## config.mk

```make
export PLATFORM = sky130hd
export DESIGN_NAME = stuffed_frame_receiver_unit_flat
export DESIGN_NICKNAME = d
export VERILOG_FILES = /design/src/rtl/sfr_pkg.sv /design/src/rtl/sfr_in_if.sv /design/src/rtl/sfr_out_if.sv /design/src/rtl/stuffed_frame_receiver_unit.sv /design/src/flat_wrapper.sv
export VERILOG_INCLUDE_DIRS = /design/src /design/src/rtl
export SDC_FILE = /design/constraint.sdc
export NUM_CORES = 1
export LEC_CHECK = 0
export BUFFER_PORTS_ARGS = -buffer_cell sky130_fd_sc_hd__buf_2
export CAP_MARGIN = 20
export CORE_ASPECT_RATIO = 0.75
export CORE_MARGIN = 2
export CORE_UTILIZATION = 43
export CTS_BUF_LIST = sky130_fd_sc_hd__clkbuf_8
export DETAILED_ROUTE_END_ITERATION = 8
export PLACE_DENSITY = 0.67
export SLEW_MARGIN = 20
export SYNTH_ARGS = -nofsm -noshare
export SYNTH_HDL_FRONTEND = slang
export SYNTH_SLANG_ARGS = --single-unit
```

## constraint.sdc

```tcl
create_clock -name clk -period 4.5 [get_ports clk]
set_clock_uncertainty 0.15 [all_clocks]
set_input_delay 0.45 -clock clk [delete_from_list [all_inputs] [get_ports clk]]
set_output_delay 0.45 -clock clk [all_outputs]
set_load 0.02 [all_outputs]
```

## src/rtl/stuffed_frame_receiver_unit_defines.svh

```systemverilog
// Assertion macros for the stuffed frame receiver.
`ifndef STUFFED_FRAME_RECEIVER_UNIT_DEFINES_SVH
`define STUFFED_FRAME_RECEIVER_UNIT_DEFINES_SVH

`ifndef NO_ASSERTIONS
// Same-cycle implication, held off during reset.
`define SFR_ASSERT_NOW(label, clk, rst_n, ante, cons) \
  label: assert property (@(posedge clk) disable iff (!rst_n) (ante) |-> (cons)) \
    else $error("sfr assertion failed");
// Next-cycle implication, held off during reset.
`define SFR_ASSERT_NEXT(label, clk, rst_n, ante, cons) \
  label: assert property (@(posedge clk) disable iff (!rst_n) (ante) |=> (cons)) \
    else $error("sfr assertion failed");
`else
`define SFR_ASSERT_NOW(label, clk, rst_n, ante, cons)
`define SFR_ASSERT_NEXT(label, clk, rst_n, ante, cons)
`endif

`endif

```

## src/rtl/sfr_pkg.sv

```systemverilog
// Shared types and constants of the stuffed frame receiver.
package sfr_pkg;

  localparam int unsigned FRAME_LENGTH = 16;
  localparam int unsigned POS_W        = 6;

  localparam logic [POS_W-1:0] POS_MAX   = {POS_W{1'b1}};
  localparam logic [POS_W-1:0] SUM_LAST  = POS_W'(FRAME_LENGTH - 3);
  localparam logic [POS_W-1:0] CHECK_POS = POS_W'(FRAME_LENGTH - 2);
  localparam logic [POS_W-1:0] STOP_POS  = POS_W'(FRAME_LENGTH - 1);

  localparam logic [7:0] ESCAPE_XOR = 8'h20;

  localparam logic [7:0] START_RESET  = 8'd126;
  localparam logic [7:0] STOP_RESET   = 8'd127;
  localparam logic [7:0] ESCAPE_RESET = 8'd125;

  typedef enum logic [1:0] {
    REG_START  = 2'd0,
    REG_STOP   = 2'd1,
    REG_ESCAPE = 2'd2
  } sfr_reg_t;

  typedef enum logic {
    KIND_DATA = 1'b0,
    KIND_END  = 1'b1
  } sfr_kind_t;

  typedef enum logic [1:0] {
    STATUS_GOOD       = 2'd0,
    STATUS_BAD_SUM    = 2'd1,
    STATUS_BAD_LENGTH = 2'd2
  } sfr_status_t;

endpackage

```

## src/rtl/sfr_in_if.sv

```systemverilog
// Raw byte channel into the stuffed frame receiver.
interface sfr_in_if;
  logic       valid;
  logic       ready;
  logic [7:0] rx_byte;

  modport source (output valid, output rx_byte, input ready);
  modport sink (input valid, input rx_byte, output ready);
endinterface

```

## src/rtl/sfr_out_if.sv

```systemverilog
// Result channel out of the stuffed frame receiver.
interface sfr_out_if;
  logic                valid;
  logic                ready;
  sfr_pkg::sfr_kind_t  item_kind;
  logic [7:0]          frame_byte;
  logic [5:0]          byte_position;
  sfr_pkg::sfr_status_t frame_status;

  modport source (output valid, output item_kind, output frame_byte,
                  output byte_position, output frame_status, input ready);
  modport sink (input valid, input item_kind, input frame_byte,
                input byte_position, input frame_status, output ready);
endinterface

```

## src/rtl/stuffed_frame_receiver_unit.sv

```systemverilog
// Top level of the stuffed frame receiver: deframing, checksum and APB registers.
// Registered output: a result item appears in the cycle after its byte is accepted.
// Throughput: one byte per cycle; the single output register refills in the cycle
// it is drained, so the only limit is the sink's ready.
// Reset: synchronous, active low; hunting for start, codes back to 126/127/125.
`include "stuffed_frame_receiver_unit_defines.svh"
module stuffed_frame_receiver_unit (
  input  logic        clk,
  input  logic        rst_n,
  sfr_in_if.sink      in_ch,
  sfr_out_if.source   out_ch,
  input  logic        cfg_psel,
  input  logic        cfg_penable,
  input  logic        cfg_pwrite,
  input  logic [3:0]  cfg_paddr,
  input  logic [31:0] cfg_pwdata,
  output logic [31:0] cfg_prdata,
  output logic        cfg_pready
);
  import sfr_pkg::*;

  // Configuration registers
  logic [7:0] start_code_r, stop_code_r, escape_code_r;
  logic       cfg_wr;
  sfr_reg_t   cfg_idx;

  // Frame state
  logic             in_frame_r, in_frame_nxt;
  logic             esc_pend_r, esc_pend_nxt;
  logic [POS_W-1:0] pos_r, pos_nxt;
  logic [7:0]       sum_r, sum_nxt;
  logic [7:0]       check_r, check_nxt;
  logic             ovf_r, ovf_nxt;

  // Output register
  logic             out_valid_r, out_valid_nxt;
  sfr_kind_t        kind_r, kind_nxt;
  logic [7:0]       byte_r, byte_nxt;
  logic [POS_W-1:0] opos_r, opos_nxt;
  sfr_status_t      status_r, status_nxt;

  logic       accept;
  logic [7:0] b;
  logic       emit_data;
  logic [7:0] data_val;
  logic       is_stop, is_esc, is_start;

  // ---------------------------------------------------------------------------
  // APB port: pready tied high, write lands on the access phase.
  // ---------------------------------------------------------------------------
  assign cfg_pready = 1'b1;
  assign cfg_wr     = cfg_psel && cfg_penable && cfg_pwrite;
  assign cfg_idx    = sfr_reg_t'(cfg_paddr[3:2]);

  always_comb begin
    case (cfg_idx)
      REG_START:  cfg_prdata = {24'd0, start_code_r};
      REG_STOP:   cfg_prdata = {24'd0, stop_code_r};
      REG_ESCAPE: cfg_prdata = {24'd0, escape_code_r};
      default:    cfg_prdata = 32'd0;
    endcase
  end

  always_ff @(posedge clk) begin
    if (!rst_n) begin
      start_code_r  <= START_RESET;
      stop_code_r   <= STOP_RESET;
      escape_code_r <= ESCAPE_RESET;
    end else if (cfg_wr) begin
      case (cfg_idx)
        REG_START:  start_code_r  <= cfg_pwdata[7:0];
        REG_STOP:   stop_code_r   <= cfg_pwdata[7:0];
        REG_ESCAPE: escape_code_r <= cfg_pwdata[7:0];
        default:    ; // index 3: no register, write dropped
      endcase
    end
  end

  // ---------------------------------------------------------------------------
  // Handshake: take a byte whenever the output slot is free or draining now.
  // ---------------------------------------------------------------------------
  assign in_ch.ready = !out_valid_r || out_ch.ready;
  assign accept      = in_ch.valid && in_ch.ready;
  assign b           = in_ch.rx_byte;

  // Stop is tested before escape, escape before start.
  assign is_stop  = (b == stop_code_r);
  assign is_esc   = (b == escape_code_r);
  assign is_start = (b == start_code_r);

  always_comb begin
    in_frame_nxt  = in_frame_r;
    esc_pend_nxt  = esc_pend_r;
    pos_nxt       = pos_r;
    sum_nxt       = sum_r;
    check_nxt     = check_r;
    ovf_nxt       = ovf_r;
    emit_data     = 1'b0;
    data_val      = b;
    out_valid_nxt = out_valid_r && !out_ch.ready;
    kind_nxt      = kind_r;
    byte_nxt      = byte_r;
    opos_nxt      = opos_r;
    status_nxt    = status_r;

    if (accept) begin
      out_valid_nxt = 1'b0;
      if (!in_frame_r) begin
        // Hunting: only the start code opens a frame, as position 0.
        if (is_start) begin
          in_frame_nxt = 1'b1;
          esc_pend_nxt = 1'b0;
          pos_nxt      = '0;
          sum_nxt      = 8'd0;
          check_nxt    = 8'd0;
          ovf_nxt      = 1'b0;
          emit_data    = 1'b1;
        end
      end else if (is_stop) begin
        // A raw stop always closes, even with an escape dangling.
        in_frame_nxt  = 1'b0;
        esc_pend_nxt  = 1'b0;
        out_valid_nxt = 1'b1;
        kind_nxt      = KIND_END;
        byte_nxt      = 8'd0;
        opos_nxt      = pos_r;
        if (ovf_r || esc_pend_r || pos_r != STOP_POS) begin
          status_nxt = STATUS_BAD_LENGTH;
        end else if (~sum_r == check_r) begin
          status_nxt = STATUS_GOOD;
        end else begin
          status_nxt = STATUS_BAD_SUM;
        end
      end else if (esc_pend_r) begin
        esc_pend_nxt = 1'b0;
        data_val     = b ^ ESCAPE_XOR;
        emit_data    = 1'b1;
      end else if (is_esc) begin
        esc_pend_nxt = 1'b1;
      end else if (is_start && pos_r == POS_W'(1)) begin
        // repeated start straight after the opening one: dropped
      end else begin
        emit_data = 1'b1;
      end

      if (emit_data) begin
        // Uses pos_nxt so the opening byte sees position 0 and a fresh sum.
        if (pos_nxt >= POS_W'(1) && pos_nxt <= SUM_LAST) begin
          sum_nxt = sum_nxt + data_val;
        end
        if (pos_nxt == CHECK_POS) begin
          check_nxt = data_val;
        end
        out_valid_nxt = 1'b1;
        kind_nxt      = KIND_DATA;
        byte_nxt      = data_val;
        opos_nxt      = pos_nxt;
        status_nxt    = STATUS_GOOD;
        if (pos_nxt == POS_MAX) begin
          ovf_nxt = 1'b1;
        end else begin
          pos_nxt = pos_nxt + POS_W'(1);
        end
      end
    end
  end

  always_ff @(posedge clk) begin
    if (!rst_n) begin
      in_frame_r  <= 1'b0;
      esc_pend_r  <= 1'b0;
      pos_r       <= '0;
      sum_r       <= 8'd0;
      check_r     <= 8'd0;
      ovf_r       <= 1'b0;
      out_valid_r <= 1'b0;
    end else begin
      in_frame_r  <= in_frame_nxt;
      esc_pend_r  <= esc_pend_nxt;
      pos_r       <= pos_nxt;
      sum_r       <= sum_nxt;
      check_r     <= check_nxt;
      ovf_r       <= ovf_nxt;
      out_valid_r <= out_valid_nxt;
    end
  end

  // Payload of the result item: no reset needed.
  always_ff @(posedge clk) begin
    kind_r   <= kind_nxt;
    byte_r   <= byte_nxt;
    opos_r   <= opos_nxt;
    status_r <= status_nxt;
  end

  assign out_ch.valid         = out_valid_r;
  assign out_ch.item_kind     = kind_r;
  assign out_ch.frame_byte    = byte_r;
  assign out_ch.byte_position = opos_r;
  assign out_ch.frame_status  = status_r;

  // ---------------------------------------------------------------------------
  // Assertions
  // ---------------------------------------------------------------------------
  `SFR_ASSERT_NEXT(a_start_opens, clk, rst_n, accept && !in_frame_r && is_start, out_valid_r && kind_r == KIND_DATA && opos_r == '0 && in_frame_r)
  `SFR_ASSERT_NEXT(a_stop_closes, clk, rst_n, accept && in_frame_r && is_stop, !in_frame_r && out_valid_r && kind_r == KIND_END)
  `SFR_ASSERT_NOW(a_esc_in_frame, clk, rst_n, esc_pend_r, in_frame_r)
  `SFR_ASSERT_NOW(a_ovf_saturated, clk, rst_n, ovf_r, pos_r == POS_MAX)

endmodule
```

## src/flat_wrapper.sv

```systemverilog
// flat-port wrapper written by rule: the top's interface ports become plain ports
module stuffed_frame_receiver_unit_flat import sfr_pkg::*;
  (clk, rst_n, cfg_psel, cfg_penable, cfg_pwrite, cfg_paddr, cfg_pwdata, cfg_prdata, cfg_pready, in_ch_valid, in_ch_rx_byte, in_ch_ready, out_ch_valid, out_ch_item_kind, out_ch_frame_byte, out_ch_byte_position, out_ch_frame_status, out_ch_ready);
  sfr_in_if in_ch_i ();
  sfr_out_if out_ch_i ();
  input  logic clk;
  input  logic rst_n;
  input  logic cfg_psel;
  input  logic cfg_penable;
  input  logic cfg_pwrite;
  input  logic [3:0] cfg_paddr;
  input  logic [31:0] cfg_pwdata;
  output logic [31:0] cfg_prdata;
  output logic cfg_pready;
  input wire logic [$bits(in_ch_i.valid)-1:0] in_ch_valid;
  input wire logic [$bits(in_ch_i.rx_byte)-1:0] in_ch_rx_byte;
  output wire logic [$bits(in_ch_i.ready)-1:0] in_ch_ready;
  output wire logic [$bits(out_ch_i.valid)-1:0] out_ch_valid;
  output wire logic [$bits(out_ch_i.item_kind)-1:0] out_ch_item_kind;
  output wire logic [$bits(out_ch_i.frame_byte)-1:0] out_ch_frame_byte;
  output wire logic [$bits(out_ch_i.byte_position)-1:0] out_ch_byte_position;
  output wire logic [$bits(out_ch_i.frame_status)-1:0] out_ch_frame_status;
  input wire logic [$bits(out_ch_i.ready)-1:0] out_ch_ready;
  assign in_ch_i.valid = in_ch_valid;
  assign in_ch_i.rx_byte = in_ch_rx_byte;
  assign in_ch_ready = in_ch_i.ready;
  assign out_ch_valid = out_ch_i.valid;
  assign out_ch_item_kind = out_ch_i.item_kind;
  assign out_ch_frame_byte = out_ch_i.frame_byte;
  assign out_ch_byte_position = out_ch_i.byte_position;
  assign out_ch_frame_status = out_ch_i.frame_status;
  assign out_ch_i.ready = out_ch_ready;
  stuffed_frame_receiver_unit u_core (.clk(clk), .rst_n(rst_n), .in_ch(in_ch_i), .out_ch(out_ch_i), .cfg_psel(cfg_psel), .cfg_penable(cfg_penable), .cfg_pwrite(cfg_pwrite), .cfg_paddr(cfg_paddr), .cfg_pwdata(cfg_pwdata), .cfg_prdata(cfg_prdata), .cfg_pready(cfg_pready));
endmodule
```

==> results.yml <==
cts:
  ctsResizeCount: 0
  clk_pin_slew_ns: 0.07
  insertion_delay_ns: 0.35
  hold_buffers: 0
  htreeDepth: 3
  cts_buffer_depth: 2
  root_buffer: "clkbuf_8"
  cts_tree: "done"
  postCtsSetupBuffers: 0
  numCtsBuffers: 9
  cts_num_sinks: 67
pwr:
  clkPwrFrac_pct: 34.7
  vdd_drop_max_mv: 0.105
  internal_power_mw: 0.855
  p_leak_nw: 1.90
  power.switching_mw: 0.333
  seqPwrFrac_pct: 52.9
  comb_power_share_pct: 12.4
  switching_share_pct: 28.0
  power-per-cell-area_mw_per_mm2: 268
  power_mw: 1.19
drt:
  firstDrtPassIters: 5
  routed_wirelength_mm: 10.2
  vias: 3490
  drc: 0
  vias_per_cell: 5.45
  postRouteAntennaNets: 0
  drtIter0Drc: 314
  wl_per_cell_um: 16.0
critical_path:
  critPathKind: "reg -> reg"
  crit_path_start_kind: "register"
  cp_data_required_time_ns: 4.59
  end_kind: "register"
  critPathMaxFanout: 10
  cp.arrival_ns: 3.53
cells_and_area:
  layout_common_cells: "nand2_1, buf_2, dfxtp_1"
  nNetsFinal: 570
  n_antenna_cell: 0
  drive_gt1_share_pct: 15.6
  fin_util_pct: 49.0
  area_delta_synth_final_pct: 10.6
  final_common_cell: "nand2_1"
  fillers: 868
die:
  core_mm2: 0.00905
  dieHeight_um: 87.6
  start_util_pct: 44.3
  die_w_um: 115
  row_count: 30
  dieArea_mm2: 0.0101
  num_io_pins: 103
synth:
  synth-async-reset-ratio_pct: 0
  synth-seq-cells: 67
  syn_area_per_cell_um2: 8.64
  ys_warn_count: 0
  ys.flop_type: "dfxtp_1"
  synth_edf_count: 17
  ys_types: 53
  ys_seq_area_share_pct: 37.7
  netlist_instances: 464
  synth_area_mm2: 0.00401
timing:
  setup_viol: 0
  final_hold_viol_count: 0
  period_needed_ns: 3.44
  hold-worst-slack_ns: 0.203
  slew_viol_final: 0
  setup-tns-final_ns: 0
  worst_pin_slew_ns: 1.05
  max_freq_ghz: 0.291
  fin_crit_sh_pct: 76.4
  rsz0062_at_grt: "no"
  max_slew_margin_pct: 29.7
grt:
  grt_pass1_vias: 3164
  grt_pass1_wl_mm: 16.5
  grt_max_degree: 36
  grt_overflow: 0
  grt_usage_pct: 21.1
  antenna_found_initial: 0
placement:
  dp_hpwl_mm: 7.48
  port_buffers: 51
  routabilityCongestion: 0.902
run:
  maxCapViolations: 0
worst_hold_path:
  hp-class: "in -> reg"
outcome:
  status: "completed"
registers in the layout, indices dropped and copies added, names as in the netlist:
name and cells:
u_core.out_ch.frame_byte 8, u_core.check_r 8, u_core.out_ch.item_kind 1, u_core.stop_code_r 8, u_core.start_code_r 8, u_core.out_ch.frame_status 2
u_core.in_frame_r 1, u_core.out_ch.byte_position 6, u_core.esc_pend_r 1, u_core.pos_r 6, u_core.escape_code_r 8, u_core.out_ch.valid 1
u_core.sum_r 8, u_core.ovf_r 1
synthesized netlist by cell type (6+ instances only):
library cell  instances  area, um^2
a21o_1                6        45.0
a21oi_1              16        80.1
a22o_1                8        70.1
and2_1               21         131
and3_1                6        37.5
buf_2                 6        30.0
buf_4                26         195
clkbuf_1             14        52.6
dfxtp_1              50        1000
edfxtp_1             17         510
ha_1                 11         138
inv_1                12        45.0
mux2i_1               8        80.1
nand2_1              70         263
nand3_1              39         195
nand4_1              16         100
nor2_1               16        60.1
nor3_1               11        55.1
o21ai_0              15        75.1
xnor2_1              28         245
xor2_1               10        87.6
kinds of logic (layout without fill, tap and decap cells):
| group | after synthesis | count (layout) | synth area share [%] |
|---|---|---|---|
| AOI/OAI and AO/OA | 75 | 75 | 14.2 |
| xor gates and xnor gates | 38 | 38 | 8.30 |
| adders and majority gates | 12 | 12 | 3.93 |
| buffers and inverters | 61 | 86 | 8.33 |
| DFF | 67 | 67 | 37.7 |
| muxes | 8 | 8 | 2.00 |
| other | 2 | 25 | 0.187 |
| and+or+nand+nor | 201 | 201 | 25.4 |
power groups by stage:
| stage | logic [mW] | clock network [mW] | registers (mW) |
|---|---|---|---|
| detailed placement | 0.144 | 0 | 0.642 |
| global route | 0.161 | 0.446 | 0.629 |
| floorplan | 0.117 | 0 | 0.639 |
| global placement | 0.141 | 0 | 0.642 |
| CTS | 0.145 | 0.419 | 0.628 |
| finish | 0.147 | 0.412 | 0.629 |
metrics by stage:
stage | cells | setup WS [ns] | instance area (um^2)
after detailed placement | 624 | 0.771 | 4280
after CTS | 640 | 1.08 | 4430
after global placement | 624 | 0.902 | 4280
after floorplan | 487 | 1.01 | 4100
after global routing | 640 | 0.755 | 4430
final | 640 | 1.06 | 4430
critical path: stages (launching register included):
cell	delay (ns)
dfxtp_1	0.33
xnor2_1	0.24
and4_1	0.33
nand3_1	0.13
buf_4	0.19
and2_1	0.20
ha_1	0.28
a21oi_1	0.20
o211ai_1	0.16
o41ai_1	0.51
xnor2_1	0.17
and3_1	0.21
a211o_1	0.25
routing by layer:
metal	vias up	global-route usage [%]	routed length [um]
li1	1676	-	-
met1	1652	31.1	5000
met2	152	31.1	4350
met3	10	4.64	782
met4	0	5.91	103
met5	-	0	0
layout make-up:
type                            instances  area, um^2  area share [%]
Multi-Input combinational cell        359        2260            51.0
Inverter                               13        48.8            1.10
Tap cell                              128         160            3.61
Clock inverter                          7        30.0           0.677
Timing Repair Buffer                   57         300            6.77
Clock buffer                            9         124            2.79
Sequential cell                        67        1510            34.1
worst paths after layout:
kind                     startpoint                    end  slack (ns)  cells past startpoint
max          u_core.start_code_r[0]        u_core.sum_r[7]        1.06                     12
max reg2reg  u_core.start_code_r[0]        u_core.sum_r[7]        1.06                     12
min                   cfg_pwdata[5]  u_core.stop_code_r[5]        0.20                      3
min reg2reg            u_core.ovf_r           u_core.ovf_r        0.31                      2
(Power assumes the default switching activity.)
